<file path="src/jsu_pkg.sv">
`timescale 1ns / 1ps
// ----------------------------------------------------------------------------
// JSON string unescape package
// Result kinds, error codes and character constants shared by the design.
// ----------------------------------------------------------------------------
package jsu_pkg;

  typedef enum logic [1:0] {
    KIND_DATA = 2'd0,
    KIND_END  = 2'd1,
    KIND_ERR  = 2'd2
  } kind_e;

  typedef enum logic [2:0] {
    ERR_NONE      = 3'd0,
    ERR_NO_QUOTE  = 3'd1,
    ERR_CONTROL   = 3'd2,
    ERR_ESCAPE    = 3'd3,
    ERR_HEX       = 3'd4,
    ERR_SURROGATE = 3'd5
  } err_e;

  localparam logic [7:0] CH_QUOTE  = 8'h22;
  localparam logic [7:0] CH_BSLASH = 8'h5c;
  localparam logic [7:0] CH_SLASH  = 8'h2f;
  localparam logic [7:0] CH_SPACE  = 8'h20;
  localparam logic [7:0] CH_DEL    = 8'h7f;
  localparam logic [7:0] CH_B      = 8'h62;
  localparam logic [7:0] CH_F      = 8'h66;
  localparam logic [7:0] CH_N      = 8'h6e;
  localparam logic [7:0] CH_R      = 8'h72;
  localparam logic [7:0] CH_T      = 8'h74;
  localparam logic [7:0] CH_U      = 8'h75;

  localparam logic [7:0] BYTE_BS   = 8'h08;
  localparam logic [7:0] BYTE_FF   = 8'h0c;
  localparam logic [7:0] BYTE_LF   = 8'h0a;
  localparam logic [7:0] BYTE_CR   = 8'h0d;
  localparam logic [7:0] BYTE_TAB  = 8'h09;

  localparam logic [15:0] HIGH_SURR_LO = 16'hd800;
  localparam logic [15:0] HIGH_SURR_HI = 16'hdbff;
  localparam logic [15:0] LOW_SURR_LO  = 16'hdc00;
  localparam logic [15:0] LOW_SURR_HI  = 16'hdfff;
  localparam logic [20:0] SUPP_BASE    = 21'h10000;

endpackage

</file>
<file path="src/jsu_if.sv">
`timescale 1ns / 1ps
// ----------------------------------------------------------------------------
// JSON string unescape channels
// Valid/ready channels for raw input bytes and for decoded results.
// ----------------------------------------------------------------------------
interface jsu_in_if;
  logic       valid;
  logic       ready;
  logic [7:0] in_byte;
  logic       stream_end;

  modport source (output valid, output in_byte, output stream_end, input ready);
  modport sink (input valid, input in_byte, input stream_end, output ready);
endinterface

interface jsu_out_if;
  logic       valid;
  logic       ready;
  logic [7:0] out_byte;
  logic [1:0] kind;
  logic [2:0] error_code;
  logic       last;

  modport source (output valid, output out_byte, output kind, output error_code,
                  output last, input ready);
  modport sink (input valid, input out_byte, input kind, input error_code,
                input last, output ready);
endinterface

</file>
<file path="src/json_string_unescape_utf8.sv">
`timescale 1ns / 1ps
// ----------------------------------------------------------------------------
// JSON string unescape to UTF-8
// Takes raw text one byte per item, decodes one JSON string at a time and
// emits its UTF-8 bytes, an end marker or an error.
// ----------------------------------------------------------------------------
// Usage:
//   in_i carries one raw byte per item, or an end-of-input flag. out_i
//   returns results: data bytes, a string-end marker or an error, with last
//   set on the final result caused by each input item.
//   Each item is decoded in the cycle it is accepted and its results are
//   held in a four-entry result register, so the first result is valid in the
//   cycle after acceptance.
//   An item with zero or one result can be accepted every cycle while results
//   are taken. After an item with two to four results (a multi-byte UTF-8
//   sequence), the next item is taken in the cycle its last result leaves.
//   When the receiver stalls, the result register holds and in_i.ready drops
//   once a result is pending that is not being taken.
//   Reset returns the parser to idle, waiting for an opening quote, and
//   empties the result register.
// ----------------------------------------------------------------------------
module json_string_unescape_utf8 (
  input  logic clk_i,
  input  logic rst_ni,
  jsu_in_if.sink    in_i,
  jsu_out_if.source out_o
);

  typedef enum logic [3:0] {
    PH_IDLE  = 4'd0,
    PH_STR   = 4'd1,
    PH_ESC   = 4'd2,
    PH_HEX1  = 4'd3,
    PH_LOWBS = 4'd4,
    PH_LOWU  = 4'd5,
    PH_HEX2  = 4'd6
  } phase_e;

  phase_e      phase_q, phase_d;
  logic [15:0] hex_q, hex_d;
  logic [1:0]  dcnt_q, dcnt_d;
  logic [9:0]  high_q, high_d;

  logic [7:0]  res_byte_q [4];
  jsu_pkg::kind_e res_kind_q;
  jsu_pkg::err_e  res_err_q;
  logic [2:0]  res_cnt_q;
  logic [1:0]  res_idx_q;

  logic [7:0]  new_byte [4];
  jsu_pkg::kind_e new_kind;
  jsu_pkg::err_e  new_err;
  logic [2:0]  new_cnt;

  logic        accept;
  logic        out_last;
  logic        pop;
  logic [7:0]  c;
  logic [3:0]  digit;
  logic        digit_ok;
  logic [15:0] acc_next;
  logic [20:0] supp_code;

  assign c        = in_i.in_byte;
  assign accept   = in_i.valid && in_i.ready;
  assign out_last = ({1'b0, res_idx_q} == (res_cnt_q - 3'd1));
  assign pop      = out_o.valid && out_o.ready;

  assign in_i.ready       = (res_cnt_q == 3'd0) || (pop && out_last);
  assign out_o.valid      = (res_cnt_q != 3'd0);
  assign out_o.out_byte   = res_byte_q[res_idx_q];
  assign out_o.kind       = res_kind_q;
  assign out_o.error_code = res_err_q;
  assign out_o.last       = out_last;

  always_comb begin
    digit_ok = 1'b1;
    digit    = 4'd0;
    if (c >= 8'h30 && c <= 8'h39) begin
      digit = 4'(c - 8'h30);
    end else if (c >= 8'h41 && c <= 8'h46) begin
      digit = 4'(c - 8'h37);
    end else if (c >= 8'h61 && c <= 8'h66) begin
      digit = 4'(c - 8'h57);
    end else begin
      digit_ok = 1'b0;
    end
  end

  assign acc_next  = {hex_q[11:0], digit};
  assign supp_code = jsu_pkg::SUPP_BASE + {1'b0, high_q, acc_next[9:0]};

  always_comb begin
    phase_d  = phase_q;
    hex_d    = hex_q;
    dcnt_d   = dcnt_q;
    high_d   = high_q;
    new_cnt  = 3'd0;
    new_kind = jsu_pkg::KIND_DATA;
    new_err  = jsu_pkg::ERR_NONE;
    for (int i = 0; i < 4; i++) begin
      new_byte[i] = 8'h00;
    end

    if (phase_q == PH_IDLE) begin
      if (!in_i.stream_end) begin
        if (c == jsu_pkg::CH_QUOTE) begin
          phase_d = PH_STR;
        end else if (!((c >= 8'h09 && c <= 8'h0d) || c == jsu_pkg::CH_SPACE)) begin
          new_cnt  = 3'd1;
          new_kind = jsu_pkg::KIND_ERR;
          new_err  = jsu_pkg::ERR_NO_QUOTE;
        end
      end
    end else if (in_i.stream_end) begin
      phase_d  = PH_IDLE;
      new_cnt  = 3'd1;
      new_kind = jsu_pkg::KIND_ERR;
      new_err  = jsu_pkg::ERR_SURROGATE;
    end else begin
      case (phase_q)
        PH_STR: begin
          if (c == jsu_pkg::CH_QUOTE) begin
            phase_d  = PH_IDLE;
            new_cnt  = 3'd1;
            new_kind = jsu_pkg::KIND_END;
          end else if (c <= 8'h1f || c == jsu_pkg::CH_DEL) begin
            phase_d  = PH_IDLE;
            new_cnt  = 3'd1;
            new_kind = jsu_pkg::KIND_ERR;
            new_err  = jsu_pkg::ERR_CONTROL;
          end else if (c == jsu_pkg::CH_BSLASH) begin
            phase_d = PH_ESC;
          end else begin
            new_cnt     = 3'd1;
            new_byte[0] = c;
          end
        end
        PH_ESC: begin
          phase_d = PH_STR;
          new_cnt = 3'd1;
          case (c)
            jsu_pkg::CH_QUOTE, jsu_pkg::CH_BSLASH, jsu_pkg::CH_SLASH: new_byte[0] = c;
            jsu_pkg::CH_B: new_byte[0] = jsu_pkg::BYTE_BS;
            jsu_pkg::CH_F: new_byte[0] = jsu_pkg::BYTE_FF;
            jsu_pkg::CH_N: new_byte[0] = jsu_pkg::BYTE_LF;
            jsu_pkg::CH_R: new_byte[0] = jsu_pkg::BYTE_CR;
            jsu_pkg::CH_T: new_byte[0] = jsu_pkg::BYTE_TAB;
            jsu_pkg::CH_U: begin
              phase_d = PH_HEX1;
              hex_d   = 16'h0000;
              dcnt_d  = 2'd0;
              new_cnt = 3'd0;
            end
            default: begin
              phase_d  = PH_IDLE;
              new_kind = jsu_pkg::KIND_ERR;
              new_err  = jsu_pkg::ERR_ESCAPE;
            end
          endcase
        end
        PH_LOWBS: begin
          if (c == jsu_pkg::CH_BSLASH) begin
            phase_d = PH_LOWU;
          end else begin
            phase_d  = PH_IDLE;
            new_cnt  = 3'd1;
            new_kind = jsu_pkg::KIND_ERR;
            new_err  = jsu_pkg::ERR_SURROGATE;
          end
        end
        PH_LOWU: begin
          if (c == jsu_pkg::CH_U) begin
            phase_d = PH_HEX2;
            hex_d   = 16'h0000;
            dcnt_d  = 2'd0;
          end else begin
            phase_d  = PH_IDLE;
            new_cnt  = 3'd1;
            new_kind = jsu_pkg::KIND_ERR;
            new_err  = jsu_pkg::ERR_SURROGATE;
          end
        end
        PH_HEX1, PH_HEX2: begin
          if (!digit_ok) begin
            phase_d  = PH_IDLE;
            new_cnt  = 3'd1;
            new_kind = jsu_pkg::KIND_ERR;
            new_err  = jsu_pkg::ERR_HEX;
          end else begin
            hex_d = acc_next;
            if (dcnt_q != 2'd3) begin
              dcnt_d = dcnt_q + 2'd1;
            end else begin
              dcnt_d = 2'd0;
              if (phase_q == PH_HEX1) begin
                if (acc_next >= jsu_pkg::HIGH_SURR_LO && acc_next <= jsu_pkg::HIGH_SURR_HI) begin
                  high_d  = acc_next[9:0];
                  phase_d = PH_LOWBS;
                end else if (acc_next >= jsu_pkg::LOW_SURR_LO &&
                             acc_next <= jsu_pkg::LOW_SURR_HI) begin
                  phase_d  = PH_IDLE;
                  new_cnt  = 3'd1;
                  new_kind = jsu_pkg::KIND_ERR;
                  new_err  = jsu_pkg::ERR_SURROGATE;
                end else begin
                  phase_d = PH_STR;
                  if (acc_next < 16'h0080) begin
                    new_cnt     = 3'd1;
                    new_byte[0] = acc_next[7:0];
                  end else if (acc_next < 16'h0800) begin
                    new_cnt     = 3'd2;
                    new_byte[0] = {3'b110, acc_next[10:6]};
                    new_byte[1] = {2'b10, acc_next[5:0]};
                  end else begin
                    new_cnt     = 3'd3;
                    new_byte[0] = {4'b1110, acc_next[15:12]};
                    new_byte[1] = {2'b10, acc_next[11:6]};
                    new_byte[2] = {2'b10, acc_next[5:0]};
                  end
                end
              end else if (acc_next < jsu_pkg::LOW_SURR_LO || acc_next > jsu_pkg::LOW_SURR_HI) begin
                phase_d  = PH_IDLE;
                new_cnt  = 3'd1;
                new_kind = jsu_pkg::KIND_ERR;
                new_err  = jsu_pkg::ERR_SURROGATE;
              end else begin
                phase_d     = PH_STR;
                new_cnt     = 3'd4;
                new_byte[0] = {5'b11110, supp_code[20:18]};
                new_byte[1] = {2'b10, supp_code[17:12]};
                new_byte[2] = {2'b10, supp_code[11:6]};
                new_byte[3] = {2'b10, supp_code[5:0]};
              end
            end
          end
        end
        default: begin
          phase_d = PH_IDLE;
        end
      endcase
    end
  end

  always_ff @(posedge clk_i or negedge rst_ni) begin
    if (!rst_ni) begin
      phase_q   <= PH_IDLE;
      hex_q     <= 16'h0000;
      dcnt_q    <= 2'd0;
      high_q    <= 10'd0;
      res_cnt_q <= 3'd0;
      res_idx_q <= 2'd0;
    end else begin
      if (accept) begin
        phase_q <= phase_d;
        hex_q   <= hex_d;
        dcnt_q  <= dcnt_d;
        high_q  <= high_d;
      end
      if (accept && new_cnt != 3'd0) begin
        res_cnt_q <= new_cnt;
        res_idx_q <= 2'd0;
      end else if (pop) begin
        if (out_last) begin
          res_cnt_q <= 3'd0;
          res_idx_q <= 2'd0;
        end else begin
          res_idx_q <= res_idx_q + 2'd1;
        end
      end
    end
  end

  always_ff @(posedge clk_i) begin
    if (accept && new_cnt != 3'd0) begin
      for (int i = 0; i < 4; i++) begin
        res_byte_q[i] <= new_byte[i];
      end
      res_kind_q <= new_kind;
      res_err_q  <= new_err;
    end
  end

`ifndef SYNTHESIS
  a_no_accept_while_pending: assert property (@(posedge clk_i) disable iff (!rst_ni)
    (res_cnt_q != 3'd0 && !(out_o.ready && out_last)) |-> !in_i.ready)
    else $error("Input item accepted while results are still pending.");

  a_error_returns_idle: assert property (@(posedge clk_i) disable iff (!rst_ni)
    (accept && new_kind == jsu_pkg::KIND_ERR && new_cnt != 3'd0) |=> (phase_q == PH_IDLE))
    else $error("Parser did not return to idle after an error.");

  a_marker_is_single: assert property (@(posedge clk_i) disable iff (!rst_ni)
    (out_o.valid && out_o.kind != jsu_pkg::KIND_DATA) |->
      (out_o.last && out_o.out_byte == 8'h00 && res_cnt_q == 3'd1))
    else $error("End or error result is not a lone zero-byte item.");

  a_data_no_error: assert property (@(posedge clk_i) disable iff (!rst_ni)
    (out_o.valid && out_o.kind == jsu_pkg::KIND_DATA) |-> (out_o.error_code == jsu_pkg::ERR_NONE))
    else $error("Data item carries an error code.");
`endif

endmodule

</file>
<file path="src/flat_wrapper.sv">
// flat-port wrapper written by rule: the top's interface ports become plain ports
module json_string_unescape_utf8_flat 
  (clk_i, rst_ni, in_i_valid, in_i_in_byte, in_i_stream_end, in_i_ready, out_o_valid, out_o_out_byte, out_o_kind, out_o_error_code, out_o_last, out_o_ready);
  jsu_in_if in_i_i ();
  jsu_out_if out_o_i ();
  input  logic clk_i;
  input  logic rst_ni;
  input wire logic [$bits(in_i_i.valid)-1:0] in_i_valid;
  input wire logic [$bits(in_i_i.in_byte)-1:0] in_i_in_byte;
  input wire logic [$bits(in_i_i.stream_end)-1:0] in_i_stream_end;
  output wire logic [$bits(in_i_i.ready)-1:0] in_i_ready;
  output wire logic [$bits(out_o_i.valid)-1:0] out_o_valid;
  output wire logic [$bits(out_o_i.out_byte)-1:0] out_o_out_byte;
  output wire logic [$bits(out_o_i.kind)-1:0] out_o_kind;
  output wire logic [$bits(out_o_i.error_code)-1:0] out_o_error_code;
  output wire logic [$bits(out_o_i.last)-1:0] out_o_last;
  input wire logic [$bits(out_o_i.ready)-1:0] out_o_ready;
  assign in_i_i.valid = in_i_valid;
  assign in_i_i.in_byte = in_i_in_byte;
  assign in_i_i.stream_end = in_i_stream_end;
  assign in_i_ready = in_i_i.ready;
  assign out_o_valid = out_o_i.valid;
  assign out_o_out_byte = out_o_i.out_byte;
  assign out_o_kind = out_o_i.kind;
  assign out_o_error_code = out_o_i.error_code;
  assign out_o_last = out_o_i.last;
  assign out_o_i.ready = out_o_ready;
  json_string_unescape_utf8 u_core (.clk_i(clk_i), .rst_ni(rst_ni), .in_i(in_i_i), .out_o(out_o_i));
endmodule
</file>
<file path="config.mk">
export PLATFORM = sky130hd
export DESIGN_NAME = json_string_unescape_utf8_flat
export DESIGN_NICKNAME = d
export VERILOG_FILES = /design/src/jsu_pkg.sv /design/src/jsu_if.sv /design/src/json_string_unescape_utf8.sv /design/src/flat_wrapper.sv
export SDC_FILE = /design/constraint.sdc
export NUM_CORES = 1
export LEC_CHECK = 0
export ABC_CLOCK_PERIOD_IN_PS = 6750
export BUFFER_PORTS_ARGS = -buffer_cell sky130_fd_sc_hd__clkbuf_2
export CAP_MARGIN = 20
export CELL_PAD_IN_SITES_DETAIL_PLACEMENT = 1
export CELL_PAD_IN_SITES_GLOBAL_PLACEMENT = 2
export CORE_ASPECT_RATIO = 1.25
export CORE_MARGIN = 1.5
export CORE_UTILIZATION = 40
export CTS_BUF_LIST = sky130_fd_sc_hd__clkbuf_4
export CTS_CLUSTER_DIAMETER = 120
export DETAILED_ROUTE_END_ITERATION = 6
export GPL_TIMING_DRIVEN = 0
export PLACE_DENSITY_LB_ADDON = 0.1
export RECOVER_POWER = 100
export SETUP_SLACK_MARGIN = 0.3
export SYNTH_ARGS = -nofsm -noshare
export SYNTH_HDL_FRONTEND = slang
export SYNTH_SLANG_ARGS = --single-unit
export TNS_END_PERCENT = 10
</file>
<file path="constraint.sdc">
create_clock -name clk_i -period 6.75 [get_ports clk_i]
set_clock_uncertainty 0.2 [all_clocks]
set_input_delay 1.35 -clock clk_i [delete_from_list [all_inputs] [get_ports clk_i]]
set_output_delay 1.35 -clock clk_i [all_outputs]
set_load 0.03 [all_outputs]
</file>
### Word level (Yosys, flattened, before mapping)

Memories as Yosys holds them, arrays and structs flattened.
Cells that the tools add are included.

| word-level totals | value |
|---|---|
| bits in registers | 38 |
| bits in writable memories | 32 |
| bits of input ports | 13 |
| output and inout bits | 16 |
| word-level logic and storage cells | 197 |
| memories | 1 |

Memory list:

| memory | depth | width | rd ports | clocked after memory_dff | wr ports | line | text |
|---|---|---|---|---|---|---|---|
| u_core.res_byte_q | 4 | 8 | 1 | 0 | 4 | json_string_unescape_utf8.sv:44 | `logic [7:0] res_byte_q [4];` |

| operators by class | value |
|---|---|
| add/subtract/negate cells | 7 |
| order comparisons | 17 |
| eq/ne operators | 25 |
| muxes and demuxes | 106 |
| bitwise operators | 3 |
| reductions and logical operators | 30 |

Operator list:

| operator | count |
|---|---|
| $mux 32 | 5 |
| $mux 24 | 4 |
| $mux 3 | 29 |
| $eq 8x7->1 const B | 8 |
| $mux 4 | 14 |
| $mux 2 | 24 |
| $mux 8 | 6 |
| $pmux 8 s6 | 1 |
| $ge 16x16->1 const B | 2 |
| $le 16x16->1 const B | 2 |
| $eq 8x6->1 const B | 3 |
| $mux 12 | 2 |
| $pmux 12 s2 | 1 |
| $pmux 8 s3 | 1 |
| $add 17x20->21 const A | 1 |
| $pmux 4 s5 | 1 |
| $ge 8x7->1 const B | 2 |
| $gt 16x16->1 const B | 1 |
| $le 8x7->1 const B | 2 |
| $lt 16x12->1 const B | 1 |
| $lt 16x16->1 const B | 1 |
| $lt 16x8->1 const B | 1 |
| $mux 16 | 1 |
| $pmux 3 s5 | 1 |
| other kinds (37) | 74 |

### Depth between registers and ports, before layout

| depth | value |
|---|---|
| depth after elaboration | 20 |
| mapped depth | 10 |
| gate-level depth less buffers | 9 |

### Worst setup path after synthesis

OpenSTA, ideal clock, no wires.

| timing | value |
|---|---|
| path type | in2reg |
| start point | in in_i_in_byte[0] |
| end point | reg u_core.res_cnt_q[1] |
| setup time | 220 ps |
| data arrival time | 4860 ps |
| required time | 6330 ps |
| setup slack | 1470 ps |
| stages on the path | 8 |
| buffers on the path | 0 |
| cell sequence | inv_1 -> ha_1 -> or3b_2 -> and3_1 -> nor3_1 -> o21bai_1 -> a21oi_1 -> o22ai_1 |

| on the way | value |
|---|---|
| cells in the longest elaborated chain, start to end | 20 |
| elaborated cells between the ends (all ways) | 64 |
| those cells by class | add/sub (3); order compare (17); eq/ne (5); mux (25); reduce/logical (14) |

RTL lines:

| item | line | text |
|---|---|---|
| from (decl) | flat_wrapper.sv:9 | `input wire logic [$bits(in_i_i.in_byte)-1:0] in_i_in_byte;` |
| $ge 8x7->1 / $le 8x7->1 (equally long branches) | json_string_unescape_utf8.sv:83 | `end else if (c >= 8'h61 && c <= 8'h66) begin` |
| $logic_and 1x1->1 | json_string_unescape_utf8.sv:83 |  |
| $mux 4 | json_string_unescape_utf8.sv:83 |  |
| $mux 4 | json_string_unescape_utf8.sv:81 | `end else if (c >= 8'h41 && c <= 8'h46) begin` |
| $mux 4 | json_string_unescape_utf8.sv:79 | `if (c >= 8'h30 && c <= 8'h39) begin` |
| $lt 16x12->1 | json_string_unescape_utf8.sv:211 | `end else if (acc_next < 16'h0800) begin` |
| $mux 1 | json_string_unescape_utf8.sv:211 |  |
| $mux 3 | json_string_unescape_utf8.sv:208 | `if (acc_next < 16'h0080) begin` |
| [4 not listed] | n/a |  |
| $mux 3 | json_string_unescape_utf8.sv:185 | `if (!digit_ok) begin` |
| $pmux 3 s4 | json_string_unescape_utf8.sv:121 | `case (phase_q)` |
| $mux 3 | json_string_unescape_utf8.sv:115 | `end else if (in_i.stream_end) begin` |
| $mux 3 (*) | json_string_unescape_utf8.sv:105 | `if (phase_q == PH_IDLE) begin` |
| $reduce_bool 3->1 | json_string_unescape_utf8.sv:260 | `if (accept && new_cnt != 3'd0) begin` |
| $logic_and 1x1->1 | json_string_unescape_utf8.sv:260 |  |
| $reduce_bool 2->1 (no line) | n/a |  |
| $reduce_and 2->1 (no line) | n/a |  |
| to (signal assigned) | json_string_unescape_utf8.sv:261 | `res_cnt_q <= new_cnt;` |
| to (decl) | json_string_unescape_utf8.sv:47 | `logic [2:0] res_cnt_q;` |

Every way passes the cells marked *; elsewhere a longest branch is shown, timed or not.
A chain may end at the register's enable or synchronous reset.

### Worst setup path after layout

| timing | value |
|---|---|
| start point | in in_i_in_byte[0] |
| end point | reg u_core.high_q[1] |

| on the way | value |
|---|---|
| cells in the longest elaborated chain, start to end | 8 |
| elaborated cells between the ends (all ways) | 22 |
| those cells by class | add/sub (3); order compare (8); mux (6); reduce/logical (5) |

RTL lines:

| item | line | text |
|---|---|---|
| $ge 8x7->1 / $le 8x7->1 (equally long branches) | json_string_unescape_utf8.sv:83 |  |
| $logic_and 1x1->1 | json_string_unescape_utf8.sv:83 |  |
| $mux 4 | json_string_unescape_utf8.sv:83 |  |
| $mux 4 | json_string_unescape_utf8.sv:81 |  |
| $mux 4 | json_string_unescape_utf8.sv:79 |  |
| $ge 16x16->1 / $le 16x16->1 (equally long branches) | json_string_unescape_utf8.sv:197 | `if (acc_next >= jsu_pkg::HIGH_SURR_LO && acc_next <= jsu_pkg::HIGH_SURR_HI) begin` |
| $logic_and 1x1->1 | json_string_unescape_utf8.sv:197 |  |
| $reduce_and 8->1 (no line) | n/a |  |
| to (signal assigned) | json_string_unescape_utf8.sv:258 | `high_q <= high_d;` |
| to (decl) | json_string_unescape_utf8.sv:42 | `logic [9:0] high_q, high_d;` |

Several ways; a longest one is shown, not always the timed one.

==> impl_metrics.json <==
{
  "holdPathEnd": "u_core.dcnt_q[1]",
  "grt_overflow": 0,
  "die_y_microns": 118.0,
  "combPwrFrac": 0.412,
  "cts_max_path_buffers": 2,
  "p_per_area_nw_per_um2": 281.6,
  "period_share": 0.6642,
  "hpwl_mm": 10.15,
  "endpoint_kind": "flop",
  "ctsHtreeMaxLevel": 3,
  "worstPathArrival_ns": 4.61,
  "cts_root_buf": "clkbuf_4",
  "first_global_vias": 3768,
  "rsz0062_at_grt": "no",
  "crit_required_ns": 6.88,
  "gp_congestion": 0.8976,
  "die_w_microns": 94.98,
  "failed_checks": "capacitance limit, slew limit",
  "critPathSlowestCell": "or4_1",
  "synth_top_family_by_area": "simple AND/OR/NAND/NOR gates",
  "cts_hold_buf": 0,
  "ys_ff_latch": 66,
  "ioPinCount": 29,
  "synth_most_common_cell": "nand2_1",
  "postRouteAntennaNets": 0,
  "start_util": 0.4144,
  "stdcell_count": 605,
  "synth_edf_count": 34,
  "synth_nets": 455,
  "p_int_mw": 0.7411,
  "synth_mux_area_frac": 0.08045,
  "clock_sinks": 66,
  "clk_pin_slew_ns": 0.13,
  "synth_sequential_area_ratio": 0.4306,
  "gr-usage-met3": 0.04005,
  "p_clk_frac": 0.184,
  "pre_cts_ws_ns": 1.913,
  "layout_setup_ws_ns": 2.267,
  "crit_chain": "clkbuf_1 > inv_1 > ha_1 > or3b_2 > nand3_1 > a211o_1 > clkbuf_1 > or4_1 > clkbuf_1 > mux2_1",
  "critPathMostFrequentCell": "clkbuf_1",
  "r2r_slack_ns": 3.29,
  "whs_path_depth": 2,
  "max-vdd-ir-drop_mv": 0.1616,
  "maxSlewHeadroom": -0.3562,
  "diodes": 0,
  "regToRegEndpoint": "u_core.res_byte_q[2][0]",
  "viasPerCell": 6.021,
  "num_vias": 3643,
  "areaGrowthSynthToFinish_pct": 8.489,
  "synthAdderAreaFrac": 0.02662,
  "postSynthCellCount": 433,
  "antenna_found_initial": 0,
  "synth_top_area_share": 0.2413,
  "holdWs_ns": 0.3093,
  "drv_slew": 33,
  "drt_pass1_iterations": 4,
  "placed_area_sq_um": 4548,
  "ys.flop_type": "edfxtp_1",
  "grtUsageMet1": 0.3299,
  "wl_per_cell_microns": 21.81,
  "hold_path_class": "flop to flop",
  "clk_latency_ns": 0.45,
  "p_sw_frac": 0.4265,
  "cts_setup_buffers": 0,
  "grt_usage": 0.2545,
  "yosys.area_share.xor_xnor": 0.02070,
  "synth_largest_area_cell": "edfxtp_1",
  "nets": 493,
  "wl_mm": 13.20,
  "synthSimpleGateAreaFrac": 0.2298,
  "p_leak_nw": 1.758,
  "hold_start": "u_core.dcnt_q[1]",
  "outcome": "complete, but fails checks",
  "async_flop_share": 0.4848,
  "worst_pin_slew_ns": 2.034,
  "critPathLaunchType": "input port",
  "ctsResizeCount": 0,
  "setup_violations": 0,
  "stdcell_area_sq_um": 4589,
  "max_clock_freq_mhz": 223.0,
  "core_sq_um": 10210,
  "numCtsBuffers": 9,
  "place_inst": 588,
  "criticalPathCategory": "input port to flop",
  "drc": 0,
  "syn_area_sq_um": 4230,
  "port_buffers": 25,
  "critPathMaxStageDelay_ns": 0.59,
  "grt_pass1_wl_mm": 21.21,
  "total_power_mw": 1.292,
  "seqPwrFrac": 0.404,
  "fin_util": 0.4496,
  "drv_cap": 1,
  "synth_cell_type_count": 65,
  "post-route-min-period_ns": 4.483,
  "yosys_warnings": 0,
  "synth_commonest_cells": "56 x nand2_1, 34 x edfxtp_1, 33 x nor2_1, 32 x dfrtp_1, 27 x o21ai_0",
  "grt_max_degree": 33,
  "reg2reg_depth": 8,
  "grt.met2_usage": 0.4188,
  "busiest_layer": "met2",
  "nFillCells": 1214,
  "syn_avg_cell_area_sq_um": 9.770,
  "r2r-start": "u_core.phase_q[0]",
  "p_sw_mw": 0.5511,
  "synth-compound-area-share": 0.1760,
  "rows": 41,
  "yosys-top-cells-area": "edfxtp_1 24%, dfrtp_1 19%, nand2_1 5.0%",
  "path_max_fanout": 10,
  "layout-drive-gt1-share": 0.1050,
  "drt_iter0_markers": 171,
  "hold_viol_final": 0,
  "tns_ns": 0,
  "tritoncts": "yes",
  "die_area_sq_um": 11210
}
-- flip-flops by register name, indices dropped and copies added (netlist names) --
| register | flops |
|---|---|
| u_core.res_byte_q | 29 |
| u_core.hex_q | 12 |
| u_core.high_q | 10 |
| u_core.out_o.error_code | 3 |
| u_core.phase_q | 3 |
| u_core.res_cnt_q | 3 |
| u_core.dcnt_q | 2 |
| u_core.out_o.kind | 2 |
| u_core.res_idx_q | 2 |
-- worst max-delay path by stage --
stage	startpoint	to	slack (ns)	depth (start not counted)
6_report	in_i_in_byte[0]	u_core.high_q[1]	2.27	10
4_1_cts	in_i_in_byte[0]	u_core.res_byte_q[1][3]	2.35	11
3_5_place_dp	in_i_in_byte[0]	u_core.res_byte_q[1][3]	1.91	11
5_1_grt	in_i_in_byte[0]	u_core.res_byte_q[0][6]	1.94	9
3_3_place_gp	in_i_in_byte[0]	u_core.res_cnt_q[1]	0.24	9
2_1_floorplan	in_i_in_byte[0]	u_core.res_cnt_q[1]	1.47	8
-- critical path: cells and delay by family --
| family | cells | cell delay (ns) |
|---|---|---|
| AO/OA/AOI/OAI | 1 | 0.36 |
| AND/OR/NAND/NOR | 3 | 1.05 |
| adder cells (fa/ha/maj) | 1 | 0.30 |
| multiplexers | 1 | 0.42 |
| buffers and inverters | 4 | 1.13 |
-- final cells by class --
type / count / area, sq um / share of cell area
Buffer: 22 / 95.09 / 0.02072
Clock buffer: 9 / 67.56 / 0.01472
Clock inverter: 7 / 51.30 / 0.01118
Inverter: 11 / 41.29 / 0.008997
Multi-Input combinational cell: 334 / 2223 / 0.4845
Sequential cell: 66 / 1822 / 0.3969
Tap cell: 129 / 161.4 / 0.03517
Timing Repair Buffer: 27 / 127.6 / 0.02781
-- power groups by stage --
stage	clock network [mW]	logic (mW)	registers [mW]
6_report	0.238	0.532	0.522
5_1_grt	0.262	0.582	0.529
4_1_cts	0.244	0.552	0.524
3_5_place_dp	0	0.551	0.533
3_3_place_gp	0	0.527	0.534
2_1_floorplan	0	0.378	0.542
-- placed cells by master, fill, tap and decap left out, types with 8 or more instances in the layout --
cell and count:
nor2_1 33, nor3_1 13, inv_1 11, mux2_1 8
clkbuf_1 34, nor4_1 8, edfxtp_1 34, ha_1 9
and3_1 11, dfrtp_1 32, clkbuf_4 9, o21ai_0 27
a21oi_1 19, nand2_1 56, nand3_1 17
-- routing by layer --
| metal | part of all wire | up-vias | routed length [microns] |
|---|---|---|---|
| met2 | 0.50 | 97 | 6603 |
| met3 | 0.034 | 23 | 444 |
| met1 | 0.44 | 1813 | 5759 |
| li1 | - | 1710 | - |
| met4 | 0.029 | 0 | 388 |
| met5 | 0 | - | 0 |
-- kinds of logic after synthesis --
kind of cell,Yosys count
AO/OA/AOI/OAI,109
adder cells (fa/ha/maj),9
XOR/XNOR,10
flip-flops,66
AND/OR/NAND/NOR,186
multiplexers,20
buffers and inverters,33
No activity file was read; power rests on OpenSTA's default activity.
